===== src/ddl_pkg.sv =====
package ddl_pkg;

	localparam int DEPTH_W     = 16;
	localparam int DISP_W      = 16;
	localparam int ENTRY_IDX_W = 11;
	localparam int CFG_W       = 12;
	localparam int FRAC_W      = 4;
	localparam int IDX_W       = 13;
	localparam int CFG_IDX_W   = 1;

	localparam logic [DISP_W:0] ROUND_HALF = (DISP_W + 1)'(8);

	localparam logic REQ_WRITE  = 1'b0;
	localparam logic REQ_LOOKUP = 1'b1;

	localparam logic [CFG_IDX_W-1:0] REG_ROUND_NEAREST = 1'b0;
	localparam logic [CFG_IDX_W-1:0] REG_TABLE_ENTRIES = 1'b1;

	typedef struct packed {
		logic              hole;
		logic              interp;
		logic [FRAC_W-1:0] frac;
	} lookup_ctl_t;

endpackage


===== src/ddl_interp.sv =====
module ddl_interp (
	input  logic [ddl_pkg::DEPTH_W-1:0] entry_a,
	input  logic [ddl_pkg::DEPTH_W-1:0] entry_b,
	input  ddl_pkg::lookup_ctl_t        ctl,
	output logic [ddl_pkg::DEPTH_W-1:0] depth
);
	import ddl_pkg::*;

	logic signed [DEPTH_W:0]          diff;
	logic signed [DEPTH_W+FRAC_W+1:0] prod;
	logic signed [DEPTH_W+1:0]        step;

	always_comb begin
		diff = $signed({1'b0, entry_b}) - $signed({1'b0, entry_a});
		prod = (DEPTH_W+FRAC_W+2)'(diff) * (DEPTH_W+FRAC_W+2)'($signed({1'b0, ctl.frac}));
		step = prod[DEPTH_W+FRAC_W+1:FRAC_W];
		priority if (ctl.hole) begin
			depth = '0;
		end else if (ctl.interp) begin
			depth = entry_a + step[DEPTH_W-1:0];
		end else begin
			depth = entry_a;
		end
	end
endmodule


===== config.mk =====
export PLATFORM = sky130hd
export DESIGN_NAME = ddl_interp
export DESIGN_NICKNAME = d
export VERILOG_FILES = /design/src/ddl_pkg.sv /design/src/ddl_interp.sv
export SDC_FILE = /design/constraint.sdc
export NUM_CORES = 1
export LEC_CHECK = 0
export BUFFER_PORTS_ARGS = -buffer_cell sky130_fd_sc_hd__buf_4
export CAP_MARGIN = 20
export CELL_PAD_IN_SITES_DETAIL_PLACEMENT = 1
export CELL_PAD_IN_SITES_GLOBAL_PLACEMENT = 1
export CORE_UTILIZATION = 41
export DETAILED_ROUTE_END_ITERATION = 10
export PLACE_DENSITY = 0.78
export SYNTH_ARGS = -nofsm -noshare
export SYNTH_HDL_FRONTEND = slang
export SYNTH_SLANG_ARGS = --single-unit

===== constraint.sdc =====
create_clock -name vclk -period 7.5
set_clock_uncertainty 0.2 [all_clocks]
set_input_delay 0.75 -clock vclk [all_inputs]
set_output_delay 0.75 -clock vclk [all_outputs]
set_load 0.02 [all_outputs]

==> flow_metrics.env <==
export IMPL_status="finished, violations left"
export IMPL_violations="negative setup slack"
export IMPL_clock_buffers=0
export IMPL_initial_utilization=0.432
export IMPL_post_place_ws_ns=-0.981
export IMPL_fillCellCount=1021
export IMPL_synth_distinct_cells=54
export IMPL_std_cell_rows=34
export IMPL_ant_nets=0
export IMPL_grt_max_degree=26
export IMPL_slew_headroom=0.444
export IMPL_worst_hold_path_type="in2out"
export IMPL_register_area_sq_um=0
export IMPL_grt_usage=0.352
export IMPL_firstDrtPassIters=5
export IMPL_core_sq_um=8890
export IMPL_vias=4827
export IMPL_cp_arrival_ns=7.82
export IMPL_grt_antenna_before_repair=0
export IMPL_fmax_mhz=114
export IMPL_drt_initial_drc_count=212
export IMPL_worst_path_dominant_cell_family="adder cells"
export IMPL_tightest_slew_ns=0.828
export IMPL_crit_path_max_incr_delay_ns=0.57
export IMPL_syn_num_nets=647
export IMPL_post_dp_hpwl_um=10600
export IMPL_die_area_sq_um=9770
export IMPL_routed_wl_um=21200
export IMPL_grt_first_pass_wirelength_um=26700
export IMPL_drv_slew=0
export IMPL_avgSynthCellArea_sq_um=7.54
export IMPL_ios=54
export IMPL_area_delta_synth_final_pct=61.1
export IMPL_numPortBuffers=54
export IMPL_synthesis_area_sq_um=3840
export IMPL_routedWlPerCell_um=27.0
export IMPL_seq_cells=0
export IMPL_slowest_stage="fa_1"
export IMPL_yosysSeqAreaShare=0
export IMPL_postSynthCellCount=510
export IMPL_routabilityCongestion=0.813
export IMPL_hold_buffers=0
export IMPL_overflow=0
export IMPL_min_period_ns=8.77
export IMPL_crit_top_cell="ha_4"
export IMPL_fin_nets=819
export IMPL_layout_commonest_cell="buf_4"
export IMPL_mostFrequentLayoutCells="buf_4, inv_1, ha_1"
export IMPL_drive_gt1_frac=0.474
export IMPL_die_x_um=98.8
export IMPL_drc_errors=0
export IMPL_worstPathRequired_ns=6.55
export IMPL_fin_crit_sh=1.17
export IMPL_cp_max_fo=4
export IMPL_ys_warn_count=0
export IMPL_diodes=0
export IMPL_rsz0062_at_grt="true"
export IMPL_crit_type="in2out"
export IMPL_vias_per_cell=6.13
export IMPL_multiInputGateArea_sq_um=4280
export IMPL_crit_buf_inv=7
export IMPL_cp_start_kind="primary input"
export IMPL_max_cap_violations=0
export IMPL_grt_pass1_vias=5271
export IMPL_die_y_um=98.8
export IMPL_setup_viol=12
export IMPL_hold_viol=0
export IMPL_end_kind="primary output"
export IMPL_layout_setup_ws_ns=-1.27
## worst paths after layout
check,endpoint,start,cells after the start
max,depth[15],entry_b[0],37
min,depth[12],entry_a[12],4
## tightest hold or removal path: stages
cell      delay [ns]
buf_4           0.13
nand2b_1        0.07
a21oi_1         0.07
buf_4           0.15
## cell families (layout without fill, tap and decap cells)
group                      Yosys count  count (layout)  synth area share
xor gates and xnor gates            34              34            0.0775
muxes                               10              10            0.0264
and+or+nand+nor                    179             179             0.249
AOI/OAI and AO/OA                   88              88             0.159
adders and majority gates           99              99             0.387
buffers and inverters              100             270             0.102
## final cells by class
type	count	area share
Inverter	90	0.0574
Multi-Input combinational cell	410	0.692
Tap cell	108	0.0218
Timing Repair Buffer	180	0.229
## repair_timing
| item | 4_1_cts | 5_1_grt |
|---|---|---|
| cloned | 0 | 0 |
| setup endpoints to repair | 9 | 12 |
| pin swaps | 91 | 31 |
| resized for setup | 98 | 45 |
| hold endpoints to repair | 0 | 0 |
| setup buffers | 23 | 11 |
## Yosys cell counts (2+ instances only)
cell type  count  area [sq um]
a211o_1        2          17.5
a211oi_1       3          22.5
a21boi_1       3          22.5
a21o_1        10          75.1
a21oi_1       26           130
a31oi_1        3          18.8
and2_1        46           288
and3_1         2          12.5
buf_1          2          7.51
buf_6          2          22.5
clkbuf_1       6          22.5
fa_1          33           661
ha_1          66           826
inv_1         89           334
mux2i_1        9          90.1
nand2_1       25          93.8
nand2b_1       8          50.1
nand3_1        9          45.0
nand3b_1       3          22.5
nor2_1        45           169
nor2b_1       12          75.1
nor3_1        15          75.1
nor3b_1        2          15.0
o211ai_1       2          15.0
o21a_1         8          60.1
o21ai_0       11          55.1
o21ai_1        6          30.0
or3_1          4          25.0
xnor2_1       28           245
xor2_1         6          52.6
## routing by layer
layer,global-route usage,up-vias,wire length (um),part of all wire
li1,-,2027,-,-
met1,0.318,2344,6950,0.33
met2,0.735,278,11000,0.52
met3,0.0305,178,939,0.044
met4,0.224,0,2310,0.11
met5,0,-,0,0
## per-stage QoR
stage | utilization | std cells | TNS, ns | cell area (sq um) | hold slack, ns
3_3_place_gp | 0.590 | 758 | -1.72 | 5250 | 1.67
3_5_place_dp | 0.590 | 758 | -3.34 | 5250 | 1.69
6_report | 0.697 | 788 | -7.61 | 6190 | 1.72
4_1_cts | 0.662 | 777 | -1.41 | 5890 | 1.70
2_1_floorplan | - | 510 | -0.0716 | 4040 | 1.48
5_1_grt | 0.697 | 788 | -8.48 | 6190 | 1.75
Power is not shown: default switching activity piles up to over one toggle a cycle in this logic, so the estimate is an artifact.
