**src/ddl_pkg.sv**
```systemverilog
package ddl_pkg;

	localparam int DEPTH_W     = 16;
	localparam int DISP_W      = 16;
	localparam int ENTRY_IDX_W = 11;
	localparam int CFG_W       = 12;
	localparam int FRAC_W      = 4;
	localparam int IDX_W       = 13;
	localparam int CFG_IDX_W   = 1;

	localparam logic [DISP_W:0] ROUND_HALF = (DISP_W + 1)'(8);

	localparam logic REQ_WRITE  = 1'b0;
	localparam logic REQ_LOOKUP = 1'b1;

	localparam logic [CFG_IDX_W-1:0] REG_ROUND_NEAREST = 1'b0;
	localparam logic [CFG_IDX_W-1:0] REG_TABLE_ENTRIES = 1'b1;

	typedef struct packed {
		logic              hole;
		logic              interp;
		logic [FRAC_W-1:0] frac;
	} lookup_ctl_t;

endpackage

```
**src/ddl_addr_gen.sv**
```systemverilog
module ddl_addr_gen #(
	parameter int TABLE_DEPTH = 2048,
	parameter int AW          = 11
) (
	input  logic                       round_nearest,
	input  logic [ddl_pkg::CFG_W-1:0]  table_entries,
	input  logic [ddl_pkg::DISP_W-1:0] disparity_q4,
	output logic [AW-1:0]              raddr_a,
	output logic [AW-1:0]              raddr_b,
	output ddl_pkg::lookup_ctl_t       ctl
);
	import ddl_pkg::*;

	logic [IDX_W-1:0]  n;
	logic [IDX_W-1:0]  n_last;
	logic [IDX_W-1:0]  te_ext;
	logic [DISP_W:0]   rounded;
	logic [IDX_W-1:0]  idx_near;
	logic [IDX_W-1:0]  idx_int;
	logic [IDX_W-1:0]  idx_a;
	logic              at_last;

	always_comb begin
		te_ext   = IDX_W'(table_entries);
		n        = (te_ext > IDX_W'(TABLE_DEPTH)) ? IDX_W'(TABLE_DEPTH) : te_ext;
		n_last   = n - IDX_W'(1);
		rounded  = {1'b0, disparity_q4} + ROUND_HALF;
		idx_near = IDX_W'(rounded[DISP_W:FRAC_W]);
		idx_int  = IDX_W'(disparity_q4[DISP_W-1:FRAC_W]);
		at_last  = 1'b0;
		if (round_nearest) begin
			idx_a = (idx_near >= n) ? n_last : idx_near;
		end else begin
			at_last = (idx_int >= n_last);
			idx_a   = at_last ? n_last : idx_int;
		end
		raddr_a    = AW'(idx_a);
		raddr_b    = AW'(idx_int + IDX_W'(1));
		ctl.hole   = (disparity_q4 == '0) || (n == '0);
		ctl.interp = !round_nearest && !at_last;
		ctl.frac   = disparity_q4[FRAC_W-1:0];
	end
endmodule

```
**config.mk**
```make
export PLATFORM = sky130hd
export DESIGN_NAME = ddl_addr_gen
export DESIGN_NICKNAME = d
export VERILOG_FILES = /design/src/ddl_pkg.sv /design/src/ddl_addr_gen.sv
export SDC_FILE = /design/constraint.sdc
export NUM_CORES = 1
export LEC_CHECK = 0
export ABC_AREA = 1
export BUFFER_PORTS_ARGS = -buffer_cell sky130_fd_sc_hd__buf_2
export CAP_MARGIN = 25
export CORE_ASPECT_RATIO = 1.75
export CORE_MARGIN = 1.5
export CORE_UTILIZATION = 28
export DETAILED_ROUTE_END_ITERATION = 10
export SYNTH_ARGS = -nofsm -noshare
export SYNTH_HDL_FRONTEND = slang
export SYNTH_SLANG_ARGS = --single-unit
```
**constraint.sdc**
```tcl
create_clock -name vclk -period 8.35
set_input_delay 0.835 -clock vclk [all_inputs]
set_output_delay 0.835 -clock vclk [all_outputs]
set_load 0.02 [all_outputs]
```
==> flow_metrics.py <==
metrics = {
    "logic_synthesis": {
        "syn_inst": 325,
        "synth.distinct_cells": 32,
        "synth_nets": 382,
        "synth_area_um2": 1830,
        "yosysWarnings": 0,
        "syn_avg_cell_area_um2": 5.63,
        "synth.yosys.seq_area_share_pct": 0,
    },
    "power": {
        "combPwrFrac_pct": 100.0,
        "fin_total_pwr_uw": 149,
        "worst_ir_drop_vdd_mv": 0.0270,
        "powerDensity_nw_per_um2": 69.9,
        "p_clk_share_pct": 0,
        "p_leak_nw": 1.21,
        "p_sw_uw": 98.5,
        "internal_power_uw": 50.9,
        "swShare_pct": 65.9,
        "sequentialPowerShare_pct": 0,
    },
    "cts": {
        "cts_resized": 0,
        "cts_setup_buffers": 0,
        "postCtsHoldBufs": 0,
    },
    "floorplanning": {
        "row_count": 38,
        "core_area_um2": 6280,
        "die_area_um2": 7050,
        "die_y_um": 110,
        "initial_utilization_pct": 29.1,
        "io_pins": 57,
        "die_width_um": 64.1,
    },
    "timing": {
        "fin_crit_ns": 5.16,
        "tightest_slew_ns": 0.542,
        "rsz0062_at_grt": "no",
        "fmax_mhz": 194,
        "slew_headroom_pct": 63.7,
        "post-route-period-util_pct": 61.8,
        "hold_violations": 0,
        "maxSlewViolCount": 0,
        "setup_viol": 0,
        "setup_tns_ns": 0,
    },
    "detailed_routing": {
        "drt-pass1-iter-count": 4,
        "ant_nets": 0,
        "drtIter0Drc": 88,
        "drc": 0,
        "finalWirelength_mm": 5.93,
        "vias_per_cell": 4.97,
        "wl_per_cell_um": 13.2,
        "vias": 2242,
    },
    "final_layout": {
        "num_antenna_cells": 0,
        "regArea_um2": 0,
        "drive_above_1_share_pct": 18.3,
        "clockBufferCount": 0,
        "seq_cells": 0,
        "multi_input_area_um2": 1590,
        "syn2layout_area_growth_pct": 16.8,
        "nFillCells": 751,
        "nNetsFinal": 430,
    },
    "global_route": {
        "grt_overflow_total": 0,
        "track_usage_pct": 16.6,
        "grt_pass1_wl_mm": 9.54,
        "grt_max_degree": 23,
        "antenna_found_initial": 0,
        "grt_pass1_vias": 2134,
    },
    "worst_setup_path": {
        "crit_family": "simple AND/OR/NAND/NOR gates",
        "max_stage_delay_ns": 0.38,
        "cp.buffers_inverters": 5,
        "cp_data_required_time_ns": 7.52,
        "crit_arrival_ns": 4.32,
        "crit_path_end_kind": "output pin",
        "crit_fanout": 12,
        "path_common_cell": "nand2_1",
        "critPathLaunchType": "input port",
        "path_class": "in2out",
        "cpMaxStageDelayCell": "nand2_1",
    },
    "placement": {
        "io_buffers": 57,
        "gp_congestion": 0.927,
        "hpwl_mm": 5.21,
    },
    "run": {
        "cap_violations": 0,
    },
    "status": {
        "outcome": "completed",
    },
    "worst_hold_path": {
        "holdCritPathClass": "in2out",
    },
}
## placed cells by master, fill, tap and decap left out, drive strengths merged
master	count
a21oi	12
or3	1
o21ai	10
nor3	3
inv	43
nand4	12
a21o	1
nand3	37
o31ai	2
o21a	1
o211ai	6
ha	28
nand3b	4
o41ai	2
nor2	28
nand2	101
xor2	21
clkinv	1
and3	1
buf	57
## routing by layer
metal | track usage (%) | wire (um) | vias up
met5 | 0 | 0 | -
met4 | 5.47 | 180 | 0
met2 | 34.4 | 3210 | 63
li1 | - | - | 1166
met1 | 17.2 | 2280 | 1000
met3 | 0.921 | 261 | 13
## cell families (layout without fill, tap and decap cells)
| group | Yosys count | in the layout | share of synthesized area (%) |
|---|---|---|---|
| and+or+nand+nor | 187 | 187 | 45.8 |
| buffers and inverters | 55 | 101 | 13.3 |
| AOI/OAI and AO/OA | 34 | 34 | 11.8 |
| adders and majority gates | 28 | 28 | 19.2 |
| xor gates and xnor gates | 21 | 21 | 10.1 |
## synth_stat cells, drive strengths merged
library cell / number / area share, %
nor2: 28 / 6.4
xor2: 21 / 10
nand3b: 4 / 1.6
nand2: 101 / 21
a21oi: 12 / 3.3
clkinv: 1 / 0.21
o41ai: 2 / 1.4
nand3: 37 / 11
a21o: 1 / 0.41
o21ai: 10 / 2.7
buf: 10 / 4.0
ha: 28 / 19
o211ai: 6 / 2.5
inv: 43 / 8.8
and3: 1 / 0.34
nand4: 12 / 4.1
clkbuf: 1 / 0.21
nor3: 3 / 1.1
or3: 1 / 0.34
o21a: 1 / 0.41
o31ai: 2 / 1.1
## power by group through the flow
| stage | logic [mW] | clock network [mW] | registers [mW] |
|---|---|---|---|
| final | 0.149 | 0 | 0 |
| after global routing | 0.168 | 0 | 0 |
| after CTS | 0.150 | 0 | 0 |
| after detailed placement | 0.150 | 0 | 0 |
| after global placement | 0.148 | 0 | 0 |
| after floorplan | 0.106 | 0 | 0 |
## path summary, 6_finish.rpt
kind	cells after the start	start	to	slack, ns
max	29	table_entries[0]	raddr_a[5]	3.19
min	2	disparity_q4[0]	ctl[0]	1.90
## per-stage QoR
step                util, %  setup slack, ns  cell area (um2)  std cells  hold WS, ns
global route           34.1             2.71             2140        451         1.91
CTS                    34.1             3.18             2140        451         1.90
finish                 34.1             3.19             2140        451         1.90
detailed placement     34.1             3.19             2140        451         1.90
global placement       34.1             3.26             2140        451         1.90
floorplan                 -             4.04             1830        325         1.78
## cell type report
class | count | area share, %
inverter | 44 | 7.73
multi-input combinational | 270 | 74.2
tap | 80 | 4.68
timing repair buffer | 57 | 13.3
(Power assumes the default switching activity.)
